<file path="config.mk">
export PLATFORM = sky130hd
export DESIGN_NAME = ir_remote_frame_transmitter
export DESIGN_NICKNAME = d
export VERILOG_FILES = /design/src/sv/irrft_pkg.sv /design/src/sv/ir_remote_frame_transmitter.sv
export SDC_FILE = /design/constraint.sdc
export NUM_CORES = 1
export LEC_CHECK = 0
export ABC_AREA = 0
export BUFFER_PORTS_ARGS = -buffer_cell sky130_fd_sc_hd__buf_2
export CAP_MARGIN = 20
export CORE_AREA = 2 2 95 97
export DETAILED_ROUTE_END_ITERATION = 8
export DIE_AREA = 0 0 97 99
export GPL_TIMING_DRIVEN = 0
export HOLD_SLACK_MARGIN = 0.05
export PLACE_DENSITY = 0.78
export SLEW_MARGIN = 20
export SYNTH_ARGS = -nofsm -noshare
export SYNTH_HDL_FRONTEND = slang
export SYNTH_SLANG_ARGS = --single-unit
</file>
<file path="constraint.sdc">
create_clock -name clk -period 3.8 [get_ports clk]
set_clock_uncertainty 0.2 [all_clocks]
set_input_delay 0.76 -clock clk [delete_from_list [all_inputs] [get_ports clk]]
set_output_delay 0.76 -clock clk [all_outputs]
set_load 0.01 [all_outputs]
</file>
<file path="src/sv/irrft_pkg.sv">
// Package for the IR remote frame transmitter: item structs, phase
// encoding, register indexes and register reset values.
// No dependencies.
`default_nettype none

package irrft_pkg;

  // Input item: func selects load or tick
  typedef struct packed {
    logic       func;
    logic [7:0] device_address;
    logic [7:0] command_code;
  } in_item_t;

  // Result item
  typedef struct packed {
    logic ir_level;
    logic busy_res;
    logic load_accepted;
  } out_item_t;

  localparam logic FUNC_LOAD = 1'b0;
  localparam logic FUNC_TICK = 1'b1;

  // Configuration register indexes
  localparam logic [2:0] REG_HDR_PULSE  = 3'd0;
  localparam logic [2:0] REG_HDR_PAUSE  = 3'd1;
  localparam logic [2:0] REG_FIRST_PER  = 3'd2;
  localparam logic [2:0] REG_REPEAT_PER = 3'd3;
  localparam logic [2:0] REG_REPEAT_CNT = 3'd4;

  // Register reset values
  localparam logic [5:0] HDR_PULSE_RST  = 6'd16;
  localparam logic [5:0] HDR_PAUSE_RST  = 6'd8;
  localparam logic [7:0] FIRST_PER_RST  = 8'd88;
  localparam logic [7:0] REPEAT_PER_RST = 8'd81;
  localparam logic [2:0] REPEAT_CNT_RST = 3'd3;

  // Pause slots that encode a one bit
  localparam logic [5:0] ONE_PAUSE_SLOTS = 6'd3;

  typedef enum logic [6:0] {
    PH_IDLE      = 7'b0000001,
    PH_HDR_PULSE = 7'b0000010,
    PH_HDR_PAUSE = 7'b0000100,
    PH_BIT_PULSE = 7'b0001000,
    PH_BIT_PAUSE = 7'b0010000,
    PH_STOP      = 7'b0100000,
    PH_GAP       = 7'b1000000
  } phase_t;

endpackage

`default_nettype wire

</file>
<file path="src/sv/ir_remote_frame_transmitter.sv">
// IR remote frame transmitter top level: slot sequencer, configuration
// registers and a two-entry result buffer.
// Depends on irrft_pkg.
//
// Usage: send a load item (func 0) with an address and a command byte while
// the block is idle; it starts a pulse-distance frame. Each tick item
// (func 1) then advances one modulation slot: header pulse, header pause,
// PAYLOAD_BITS data bits MSB first (pulse plus one pause for 0, pulse plus
// three pauses for 1), a stop pulse, low padding to the frame period, and
// repeat_count headerless repeats. Every item yields exactly one result item
// with the level, busy and load-accepted flags.
// Throughput is one item per cycle while in_stall is low; a result is
// registered into out_r, or into the skid register while out_r is stalled.
// The sequencer updates all state in the same cycle the item is taken.
// When the receiver stalls, the output register holds its item and one more
// result goes to a skid register; in_stall rises only while that skid entry
// is full. Configuration writes are taken every cycle (cfg_ready is high)
// and should be issued while idle.
// Reset (rst_n low, synchronous) returns to idle with level low, empties
// the result buffer and restores the register defaults.
`default_nettype none

module ir_remote_frame_transmitter #(
  parameter int PAYLOAD_BITS = 16
) (
  input  wire                  clk,
  input  wire                  rst_n,
  input  wire                  in_valid,
  output logic                 in_stall,
  input  irrft_pkg::in_item_t  in_data,
  output logic                 out_valid,
  input  wire                  out_stall,
  output irrft_pkg::out_item_t out_data,
  input  wire                  cfg_valid,
  output logic                 cfg_ready,
  input  wire  [2:0]           cfg_index,
  input  wire  [7:0]           cfg_data
);
  import irrft_pkg::*;

  localparam int IDXW = (PAYLOAD_BITS > 1) ? $clog2(PAYLOAD_BITS) : 1;
  localparam int CNTW = $clog2(PAYLOAD_BITS + 1);

  // Configuration registers
  logic [5:0] hdr_pulse_r;
  logic [5:0] hdr_pause_r;
  logic [7:0] first_per_r;
  logic [7:0] repeat_per_r;
  logic [2:0] repeat_cnt_r;

  // Sequencer state
  logic                    active_r,  active_nxt;
  logic [PAYLOAD_BITS-1:0] payload_r, payload_nxt;
  phase_t                  phase_r,   phase_nxt;
  logic [5:0]              slot_r,    slot_nxt;
  logic [CNTW-1:0]         bidx_r,    bidx_nxt;
  logic [2:0]              reps_r,    reps_nxt;
  logic [8:0]              per_r,     per_nxt;
  logic                    level_r,   level_nxt;

  // Result buffer
  out_item_t res;
  out_item_t out_r;
  out_item_t skid_r;
  logic      out_v_r;
  logic      skid_v_r;

  logic            accept;
  logic            out_take;
  logic [8:0]      per_dec;
  logic [5:0]      slot_inc;
  logic [CNTW-1:0] bidx_inc;
  logic [CNTW-1:0] pos_full;
  logic            cur_bit;
  logic [15:0]     raw_payload;
  logic            accepted;

  assign cfg_ready = 1'b1;
  assign in_stall  = skid_v_r;
  assign accept    = in_valid && !skid_v_r;
  assign out_take  = out_v_r && !out_stall;
  assign out_valid = out_v_r;
  assign out_data  = out_r;

  always_ff @(posedge clk) begin
    if (!rst_n) begin
      hdr_pulse_r  <= HDR_PULSE_RST;
      hdr_pause_r  <= HDR_PAUSE_RST;
      first_per_r  <= FIRST_PER_RST;
      repeat_per_r <= REPEAT_PER_RST;
      repeat_cnt_r <= REPEAT_CNT_RST;
    end else if (cfg_valid) begin
      unique case (cfg_index)
        REG_HDR_PULSE:  hdr_pulse_r  <= cfg_data[5:0];
        REG_HDR_PAUSE:  hdr_pause_r  <= cfg_data[5:0];
        REG_FIRST_PER:  first_per_r  <= cfg_data;
        REG_REPEAT_PER: repeat_per_r <= cfg_data;
        REG_REPEAT_CNT: repeat_cnt_r <= cfg_data[2:0];
        default: ;
      endcase
    end
  end

  assign per_dec     = (per_r == 9'd0) ? 9'd0 : per_r - 9'd1;
  assign slot_inc    = slot_r + 6'd1;
  assign bidx_inc    = bidx_r + CNTW'(1);
  assign pos_full    = CNTW'(PAYLOAD_BITS - 1) - bidx_r;
  assign cur_bit     = payload_r[pos_full[IDXW-1:0]];
  assign raw_payload = {in_data.device_address, in_data.command_code};

  always_comb begin
    active_nxt  = active_r;
    payload_nxt = payload_r;
    phase_nxt   = phase_r;
    slot_nxt    = slot_r;
    bidx_nxt    = bidx_r;
    reps_nxt    = reps_r;
    per_nxt     = per_r;
    level_nxt   = level_r;
    accepted    = 1'b0;

    if (in_data.func == FUNC_LOAD) begin
      if (!active_r) begin
        active_nxt  = 1'b1;
        payload_nxt = PAYLOAD_BITS'(raw_payload);
        phase_nxt   = PH_HDR_PULSE;
        slot_nxt    = 6'd0;
        bidx_nxt    = '0;
        reps_nxt    = 3'd0;
        per_nxt     = {1'b0, first_per_r} + {3'b000, hdr_pulse_r} + {3'b000, hdr_pause_r};
        level_nxt   = 1'b0;
        accepted    = 1'b1;
      end
    end else if (active_r) begin
      unique case (phase_r)
        PH_HDR_PULSE: begin
          per_nxt   = per_dec;
          level_nxt = 1'b1;
          slot_nxt  = slot_inc;
          // a zero count counts as one slot
          if (slot_inc == 6'd0 || slot_inc >= hdr_pulse_r) begin
            phase_nxt = PH_HDR_PAUSE;
            slot_nxt  = 6'd0;
          end
        end
        PH_HDR_PAUSE: begin
          per_nxt   = per_dec;
          level_nxt = 1'b0;
          slot_nxt  = slot_inc;
          if (slot_inc == 6'd0 || slot_inc >= hdr_pause_r) begin
            phase_nxt = PH_BIT_PULSE;
            slot_nxt  = 6'd0;
            bidx_nxt  = '0;
          end
        end
        PH_BIT_PULSE: begin
          per_nxt   = per_dec;
          level_nxt = 1'b1;
          phase_nxt = PH_BIT_PAUSE;
          slot_nxt  = 6'd0;
        end
        PH_BIT_PAUSE: begin
          per_nxt   = per_dec;
          level_nxt = 1'b0;
          slot_nxt  = slot_inc;
          if (slot_inc >= (cur_bit ? ONE_PAUSE_SLOTS : 6'd1)) begin
            slot_nxt  = 6'd0;
            bidx_nxt  = bidx_inc;
            phase_nxt = (bidx_inc >= CNTW'(PAYLOAD_BITS)) ? PH_STOP : PH_BIT_PULSE;
          end
        end
        PH_STOP: begin
          per_nxt   = per_dec;
          level_nxt = 1'b1;
          phase_nxt = PH_GAP;
        end
        PH_GAP: begin
          level_nxt = 1'b0;
          if (reps_r < repeat_cnt_r) begin
            per_nxt = per_dec;
            // start the next repeat once the period has run out
            if (per_dec == 9'd0) begin
              phase_nxt = PH_BIT_PULSE;
              bidx_nxt  = '0;
              slot_nxt  = 6'd0;
              reps_nxt  = reps_r + 3'd1;
              per_nxt   = {1'b0, repeat_per_r};
            end
          end else begin
            active_nxt = 1'b0;
            phase_nxt  = PH_IDLE;
          end
        end
        default: begin
          active_nxt = 1'b0;
          phase_nxt  = PH_IDLE;
        end
      endcase
    end

    res.ir_level      = level_nxt;
    res.busy_res      = active_nxt;
    res.load_accepted = accepted;
  end

  always_ff @(posedge clk) begin
    if (!rst_n) begin
      active_r <= 1'b0;
      phase_r  <= PH_IDLE;
      slot_r   <= 6'd0;
      bidx_r   <= '0;
      reps_r   <= 3'd0;
      per_r    <= 9'd0;
      level_r  <= 1'b0;
      payload_r <= '0;
    end else if (accept) begin
      active_r  <= active_nxt;
      phase_r   <= phase_nxt;
      slot_r    <= slot_nxt;
      bidx_r    <= bidx_nxt;
      reps_r    <= reps_nxt;
      per_r     <= per_nxt;
      level_r   <= level_nxt;
      payload_r <= payload_nxt;
    end
  end

  // Output register with one skid entry behind it
  always_ff @(posedge clk) begin
    if (!rst_n) begin
      out_v_r  <= 1'b0;
      skid_v_r <= 1'b0;
    end else if (!out_v_r || out_take) begin
      if (skid_v_r) begin
        out_v_r  <= 1'b1;
        skid_v_r <= accept;
      end else begin
        out_v_r  <= accept;
      end
    end else if (accept) begin
      skid_v_r <= 1'b1;
    end
  end

  always_ff @(posedge clk) begin
    if (!out_v_r || out_take) begin
      if (skid_v_r) begin
        out_r  <= skid_r;
        skid_r <= res;
      end else begin
        out_r  <= res;
      end
    end else if (accept) begin
      skid_r <= res;
    end
  end

endmodule

`default_nettype wire

</file>
==> flow_metrics.py, run 1 <==
metrics = {
    "outcome": {
        "status": "finished, final reports clean",
    },
    "cells_and_area": {
        "antenna_cells": 0,
        "area_growth_pct": 11.0,
        "final_cell_mix": "nand2_1 (119), dfxtp_1 (81), a21oi_1 (60), buf_2 (41), nor2_1 (40)",
        "fill_cells": 728,
        "final_common_cell": "nand2_1",
        "fin_nets": 725,
        "drive_gt1_share_pct": 12.4,
        "seq_area_um2": 1800,
        "multi_input_area_um2": 2960,
    },
    "placement": {
        "place.gp.congestion": 0.917,
        "port_buffers": 37,
        "place_hpwl_um": 8990,
        "dp_worst_setup_slack_ns": 0.151,
    },
    "floorplanning": {
        "die_area_um2": 9600,
        "ios": 39,
        "start_util_pct": 58.9,
        "die_h_um": 99,
        "num_rows": 34,
        "coreArea_um2": 8550,
        "die_x_um": 97,
    },
    "clocking": {
        "cts_resized": 0,
        "postCtsHoldBufs": 0,
        "clockBufferDepth": 2,
        "cts.reportedPaths.clkPinSlew_ns": 0.09,
        "htreeDepth": 3,
        "cts_made_buffers": 9,
        "cts_sinks": 87,
        "cts_setup_buffers": 0,
        "root_buffer": "clkbuf_8",
        "cts_tree": "built",
        "clock_latency_ns": 0.36,
    },
    "route": {
        "wl_um": 12100,
        "drtPass1Iterations": 5,
        "dr_total_vias": 4622,
        "dr.first_iter.drc_count": 282,
        "drcViolationCount": 0,
        "ant_nets": 0,
        "viasPerCell": 5.96,
        "post_drt_wl_per_cell_um": 15.7,
    },
    "synth": {
        "synth_warnings": 0,
        "synth-seq-cells": 87,
        "yosysTopAreaCell": "dfxtp_1",
        "synth_edf_count": 6,
        "yosysSeqAreaShare_pct": 35.8,
        "avgSynthCellArea_um2": 8.20,
        "synthTopCellsByArea": "dfxtp_1 (32%), nand2_1 (8.9%), a21oi_1 (6.0%)",
        "synth_top_area_share_pct": 32.2,
        "synth_nets": 677,
        "netlist_area_um2": 5040,
        "ys.flop_type": "dfxtp_1",
        "ys_types": 63,
        "synthCells": 614,
        "synth-async-reset-ratio_pct": 0,
    },
    "grt": {
        "antenna_found_initial": 0,
        "grt_max_degree": 15,
        "met1_usage_pct": 34.2,
        "track_usage_pct": 25.8,
        "met2_usage_pct": 42.4,
        "globalRouteMet3Util_pct": 3.76,
        "grt_pass1_vias": 4263,
        "grt_pass1_wl_um": 20300,
        "busiest_layer": "met2",
        "gr-total-overflow": 0,
    },
    "critical_path": {
        "critical_path_class": "register to register",
        "crit_fanout": 9,
        "end_kind": "register",
        "required_ns": 3.87,
        "start_kind": "register",
        "worstPathArrival_ns": 3.53,
    },
    "sta": {
        "worst_slew_margin_rel_pct": 36.8,
        "grt_setup_unrepaired": "false",
        "fin_tns_setup_ns": 0,
        "final_max_slew_viol_count": 0,
        "min_period_ns": 3.47,
        "worst_slack_ns": 0.335,
        "max_freq_ghz": 0.289,
        "finalHoldViolations": 0,
        "post-route-period-util_pct": 91.2,
        "setup_viol": 0,
        "worst_slew_pin_slew_ns": 0.941,
    },
    "power_and_ir_drop": {
        "cellPowerDensity_nw_per_um2": 366,
        "ir_drop_uv": 188,
        "p_leak_uw": 0.00224,
    },
    "flow_run": {
        "maxCapViolations": 0,
    },
    "min_path": {
        "hp-class": "register to register",
    },
}
-- layout make-up --
class	instances	area share (%)
clock inverter	5	1.43
multi-input combinational	463	53.0
buffer	36	3.18
sequential	87	32.2
tap	108	2.42
clock buffer	11	2.53
timing repair buffer	37	3.31
inverter	28	1.88
-- flip-flops by register name, summed over array words and instances (netlist names) --
name and cells:
out_data 3, out_valid 1, first_per_r 8, bidx_r 5, reps_r 3, slot_r 6
payload_r 16, repeat_cnt_r 3, per_r 9, level_r 1, phase_r 7, repeat_per_r 8
skid_r 3, active_r 1, hdr_pause_r 6, hdr_pulse_r 6, in_stall 1
-- worst paths after layout --
check | to | depth (start not counted) | slack (ns) | startpoint
setup / recovery | slot_r[2] | 10 | 0.33 | slot_r[0]
hold / removal | payload_r[7] | 2 | 0.26 | payload_r[7]
setup reg to reg | slot_r[2] | 10 | 0.33 | slot_r[0]
hold reg to reg | payload_r[7] | 2 | 0.26 | payload_r[7]
-- report_power, final --
part           total, uW  switching (uW)  internal, uW
clock                728             339           389
combinational        339             200           140
sequential           980            26.4           954
-- cells by family (layout without fill, tap and decap cells) --
family,count (synthesis),after routing,share of synthesized area [%]
simple gates,251,251,22.8
compound gates,134,134,17.1
flops,87,87,35.8
buf+inv,64,117,5.62
mux,34,34,7.85
fa+ha+maj,30,30,8.50
xor+xnor,13,13,2.26
other cells,1,1,0.0745
-- critical path, stage by stage, from the launching register on --
cell and delay (ns):
dfxtp_1 0.51, ha_1 0.30, xor2_1 0.27, ha_1 0.28, or2_2 0.29, a21oi_1 0.24
o21ai_0 0.18, a311o_1 0.44, nor3_4 0.33, o31ai_1 0.12, nor4_1 0.22
-- cells in the mapped netlist (5+ instances only) --
cell type	count
nand2b_1	9
edfxtp_1	6
nor2b_1	7
xnor2_1	7
nand3_1	26
o211ai_1	7
a211oi_1	6
xor2_1	6
o2111ai_1	6
a21oi_1	60
clkbuf_1	27
dfxtp_1	81
ha_1	23
nor2_1	40
nor3_1	11
o21ai_0	20
nor4_1	6
or3_1	11
inv_1	27
and3_1	5
nand2_1	119
mux2i_1	26
fa_1	7
-- metal layers --
metal	part of all wire [%]	routed length (um)
met1	44	5400
met2	47	5650
met3	6.2	749
met4	2.8	342
met5	0	0
-- per-stage QoR --
stage               area, um^2  hold slack (ns)  utilization, %  cells  power (uW)
finish                    5590            0.261            65.4    775        2050
global route              5590            0.293            65.4    775        2130
CTS                       5580            0.263            65.2    775        2050
detailed placement        5360            0.248            62.6    759        1330
global placement          5360            0.239            62.6    759        1320
floorplan                 5040            0.231               -    614        1240
No activity file was read; power rests on OpenSTA's default activity.
==> run 2: changes to the inputs <==
--- a/config.mk
+++ b/config.mk
@@ -8,12 +8,15 @@
 export ABC_AREA = 0
 export BUFFER_PORTS_ARGS = -buffer_cell sky130_fd_sc_hd__buf_2
 export CAP_MARGIN = 20
-export CORE_AREA = 2 2 95 97
+export CELL_PAD_IN_SITES_DETAIL_PLACEMENT = 1
+export CELL_PAD_IN_SITES_GLOBAL_PLACEMENT = 1
+export CORE_AREA = 2 2 108 110
+export CTS_CLUSTER_SIZE = 25
 export DETAILED_ROUTE_END_ITERATION = 8
-export DIE_AREA = 0 0 97 99
+export DIE_AREA = 0 0 110 112
 export GPL_TIMING_DRIVEN = 0
 export HOLD_SLACK_MARGIN = 0.05
-export PLACE_DENSITY = 0.78
+export PLACE_DENSITY_LB_ADDON = 0.1
 export SLEW_MARGIN = 20
 export SYNTH_ARGS = -nofsm -noshare
 export SYNTH_HDL_FRONTEND = slang
==> flow_metrics.py, run 2 (synthesized netlist as in run 1, its figures left out) <==
metrics = {
    "grt": {
        "grt_pass1_wl_um": 24100,
        "gr-total-overflow": 0,
        "grt_pass1_vias": 4786,
        "antenna_found_initial": 0,
        "track_usage_pct": 25.2,
        "grt_max_degree": 13,
    },
    "sta": {
        "finalHoldViolations": 0,
        "worst_slew_margin_rel_pct": 33.7,
        "min_period_ns": 3.51,
        "post-route-period-util_pct": 92.4,
        "max_freq_ghz": 0.285,
        "fin_tns_setup_ns": 0,
        "worst_slew_pin_slew_ns": 0.987,
        "grt_setup_unrepaired": "false",
        "final_max_slew_viol_count": 0,
        "setup_viol": 0,
    },
    "clocking": {
        "clock_latency_ns": 0.34,
        "cts_made_buffers": 9,
        "clockBufferDepth": 2,
        "cts_sinks": 87,
        "cts_tree": "built",
        "htreeDepth": 3,
        "root_buffer": "clkbuf_16",
        "cts.reportedPaths.clkPinSlew_ns": 0.06,
        "cts_setup_buffers": 0,
    },
    "critical_path": {
        "crit_fanout": 9,
        "end_kind": "register",
        "required_ns": 3.87,
        "worstPathArrival_ns": 3.58,
        "critical_path_class": "register to register",
        "start_kind": "register",
    },
    "route": {
        "viasPerCell": 5.77,
        "drcViolationCount": 0,
        "ant_nets": 0,
        "wl_um": 14500,
        "post_drt_wl_per_cell_um": 18.0,
        "drtPass1Iterations": 4,
        "dr.first_iter.drc_count": 183,
        "dr_total_vias": 4666,
    },
    "cells_and_area": {
        "final_cell_mix": "nand2_1 (119), dfxtp_1 (80), a21oi_1 (60), buf_2 (41), nor2_1 (40)",
        "area_growth_pct": 12.6,
        "drive_gt1_share_pct": 12.0,
        "final_common_cell": "nand2_1",
        "final_cells": 809,
        "fin_area_um2": 5670,
        "regMostFlops": "payload_r",
        "fin_nets": 725,
        "antenna_cells": 0,
        "final_util_pct": 50.8,
        "largest_register_ffs": 16,
        "reg_top3": "payload_r: 16 flops, per_r: 9 flops",
    },
    "floorplanning": {
        "ios": 39,
        "die_area_um2": 12300,
        "num_rows": 39,
        "coreArea_um2": 11200,
        "die_x_um": 110,
        "start_util_pct": 45.1,
        "die_h_um": 112,
    },
    "placement": {
        "port_buffers": 37,
        "place_hpwl_um": 10900,
        "placement.cell_area_um2": 5400,
        "dp_cells": 794,
        "place.gp.congestion": 0.868,
    },
    "flow_run": {
        "maxCapViolations": 0,
    },
    "min_path": {
        "hp-class": "register to register",
    },
    "power_and_ir_drop": {
        "ir_drop_uv": 186,
        "p_leak_uw": 0.00225,
        "cellPowerDensity_nw_per_um2": 379,
    },
    "outcome": {
        "status": "finished, final reports clean",
    },
}
-- run 2: worst max-delay path, stage by stage (launching register included) --
cell	delay [ns]
dfxtp_1	0.50
ha_1	0.34
xor2_1	0.28
ha_1	0.28
or2_2	0.29
a21oi_1	0.22
o21ai_0	0.17
a311o_1	0.44
nor3_4	0.33
o2111ai_1	0.18
a21oi_1	0.18
-- run 2: final cells by class --
| type | count | area, um^2 |
|---|---|---|
| buffer | 36 | 178 |
| clock buffer | 14 | 254 |
| clock inverter | 1 | 5.00 |
| fill | 1385 | 5500 |
| inverter | 28 | 105 |
| multi-input combinational | 463 | 2960 |
| sequential | 87 | 1800 |
| tap | 143 | 179 |
| timing repair buffer | 37 | 185 |
-- run 2: path summary, 6_finish.rpt --
check | start | to | slack (ns) | depth (start not counted)
worst min-delay path | payload_r[13] | payload_r[13] | 0.26 | 2
worst max register to register | slot_r[1] | slot_r[3] | 0.29 | 10
worst max-delay path | slot_r[1] | slot_r[3] | 0.29 | 10
worst min register to register | payload_r[13] | payload_r[13] | 0.26 | 2
-- run 2: report_power, final --
part	internal, uW	switching, uW
clock	458	362
sequential	955	27.1
combinational	140	211
total	1550	599
-- run 2: through the flow --
stage	setup slack [ns]	hold slack, ns	power, uW
2_1_floorplan	0.690	0.231	1240
3_3_place_gp	0.0962	0.239	1340
3_5_place_dp	0.0144	0.250	1350
4_1_cts	0.193	0.258	2160
5_1_grt	0.0298	0.282	2250
6_report	0.287	0.260	2150
-- run 2: layer usage --
| layer | part of all wire [%] | wire [um] | GRT usage [%] |
|---|---|---|---|
| met1 | 47 | 6790 | 34.5 |
| met2 | 48 | 6990 | 40.5 |
| met3 | 3.0 | 433 | 3.51 |
| met4 | 2.2 | 323 | 8.35 |
| met5 | 0 | 0 | 0 |
-- run 2: what timing repair did --
action / CTS / global route
gates resized for setup: 1 / 3
hold buffers: 0 / 0
setup endpoints to repair: 2 / 6
==> run 3: changes to the inputs <==
--- a/config.mk
+++ b/config.mk
@@ -10,10 +10,10 @@
 export CAP_MARGIN = 20
 export CELL_PAD_IN_SITES_DETAIL_PLACEMENT = 1
 export CELL_PAD_IN_SITES_GLOBAL_PLACEMENT = 1
-export CORE_AREA = 2 2 108 110
+export CORE_AREA = 2 2 122 124
 export CTS_CLUSTER_SIZE = 25
 export DETAILED_ROUTE_END_ITERATION = 8
-export DIE_AREA = 0 0 110 112
+export DIE_AREA = 0 0 124 126
 export GPL_TIMING_DRIVEN = 0
 export HOLD_SLACK_MARGIN = 0.05
 export PLACE_DENSITY_LB_ADDON = 0.1
==> flow_metrics.py, run 3 (synthesized netlist as in run 1, its figures left out) <==
metrics = {
    "outcome": {
        "status": "finished, final reports clean",
    },
    "cells_and_area": {
        "area_growth_pct": 14.3,
        "fill_cells": 1768,
        "regMostFlops": "payload_r",
        "reg_top3": "payload_r: 16 flops, per_r: 9 flops",
        "final_util_pct": 40.2,
        "fin_nets": 725,
        "final_cell_mix": "nand2_1 (119), dfxtp_1 (81), a21oi_1 (60), buf_2 (41), nor2_1 (40)",
        "drive_gt1_share_pct": 12.4,
        "final_cells": 851,
        "largest_register_ffs": 16,
        "final_common_cell": "nand2_1",
        "antenna_cells": 0,
    },
    "power_and_ir_drop": {
        "ir_drop_uv": 203,
        "p_leak_uw": 0.00227,
        "cellPowerDensity_nw_per_um2": 383,
    },
    "placement": {
        "dp_cells": 835,
        "place.gp.congestion": 0.801,
        "port_buffers": 37,
        "dp_worst_setup_slack_ns": -0.0966,
        "place_hpwl_um": 11300,
    },
    "clocking": {
        "clockBufferDepth": 2,
        "cts_sinks": 87,
        "cts_setup_buffers": 0,
        "htreeDepth": 3,
        "root_buffer": "clkbuf_16",
        "clock_latency_ns": 0.35,
        "cts_tree": "built",
        "cts_made_buffers": 9,
        "cts.reportedPaths.clkPinSlew_ns": 0.06,
    },
    "route": {
        "ant_nets": 0,
        "wl_um": 14900,
        "dr.first_iter.drc_count": 173,
        "viasPerCell": 5.30,
        "post_drt_wl_per_cell_um": 17.5,
        "drtPass1Iterations": 4,
        "dr_total_vias": 4514,
        "drcViolationCount": 0,
    },
    "min_path": {
        "hp-class": "register to register",
    },
    "floorplanning": {
        "start_util_pct": 35.2,
        "die_area_um2": 15600,
        "die_h_um": 126,
        "die_x_um": 124,
        "ios": 39,
        "coreArea_um2": 14300,
        "num_rows": 44,
    },
    "grt": {
        "globalRouteMet3Util_pct": 2.58,
        "antenna_found_initial": 0,
        "met2_usage_pct": 32.9,
        "grt_pass1_wl_um": 24600,
        "track_usage_pct": 20.5,
        "gr-total-overflow": 0,
        "grt_max_degree": 14,
        "grt_pass1_vias": 4605,
        "busiest_layer": "met2",
        "met1_usage_pct": 28.4,
    },
    "sta": {
        "max_freq_ghz": 0.281,
        "grt_setup_unrepaired": "false",
        "finalHoldViolations": 0,
        "min_period_ns": 3.56,
        "worst_slack_ns": 0.235,
        "worst_slew_margin_rel_pct": 29.7,
        "post-route-period-util_pct": 93.8,
        "holdWs_ns": 0.253,
        "worst_slew_pin_slew_ns": 1.05,
        "setup_viol": 0,
        "final_max_slew_viol_count": 0,
        "fin_tns_setup_ns": 0,
    },
    "critical_path": {
        "worstPathArrival_ns": 3.61,
        "required_ns": 3.85,
        "crit_fanout": 9,
        "end_kind": "register",
        "critical_path_class": "register to register",
        "start_kind": "register",
    },
    "flow_run": {
        "maxCapViolations": 0,
    },
}
run 3: final timing paths:
kind	startpoint	endpoint	slack, ns	cells after the start
setup / recovery	slot_r[0]	slot_r[2]	0.24	10
hold / removal	payload_r[14]	payload_r[14]	0.25	2
setup reg to reg	slot_r[0]	slot_r[2]	0.24	10
hold reg to reg	payload_r[14]	payload_r[14]	0.25	2
run 3: worst max-delay path, stage by stage, from the launching register on:
cell and delay, ns:
dfxtp_1 0.49, ha_1 0.31, xor2_1 0.28, ha_1 0.29
or2_2 0.29, a21oi_1 0.26, o21ai_0 0.19, a311o_1 0.44
nor3_4 0.34, o31ai_1 0.13, nor4_1 0.25
run 3: power breakdown:
part / switching, uW / leakage (uW) / total, uW / internal (uW)
sequential: 26.7 / 0.000718 / 982 / 955
clock: 369 / 0.000145 / 868 / 498
combinational: 212 / 0.00140 / 353 / 140
total: 609 / 0.00227 / 2200 / 1590
run 3: area by class of cell:
class	instances	area, um^2	area share, %
Sequential cell	87	1800	31.3
Timing Repair Buffer	37	185	3.22
Inverter	28	105	1.83
Clock buffer	13	272	4.72
Tap cell	184	230	4.00
Clock inverter	3	15.0	0.261
Multi-Input combinational cell	463	2970	51.6
Buffer	36	178	3.09
run 3: per-layer routing:
layer | part of all wire (%) | routed length (um) | vias to the layer above
met3 | 1.7 | 251 | 16
met2 | 47 | 6930 | 41
met5 | 0 | 0 | -
met4 | 1.8 | 261 | 0
li1 | - | - | 2247
met1 | 50 | 7440 | 2210
run 3: timing repair:
item | CTS | global route
endpoints found under the hold margin | 0 | 0
resized for setup | 1 | 3
hold buffers | 0 | 0
endpoints found under the setup margin | 6 | 9
cloned | 0 | 0
run 3: through the flow:
stage	total power [uW]	instance area (um^2)
after global placement	1350	5450
after floorplan	1240	5040
after global routing	2310	5750
final	2200	5750
after CTS	2230	5740
after detailed placement	1360	5450
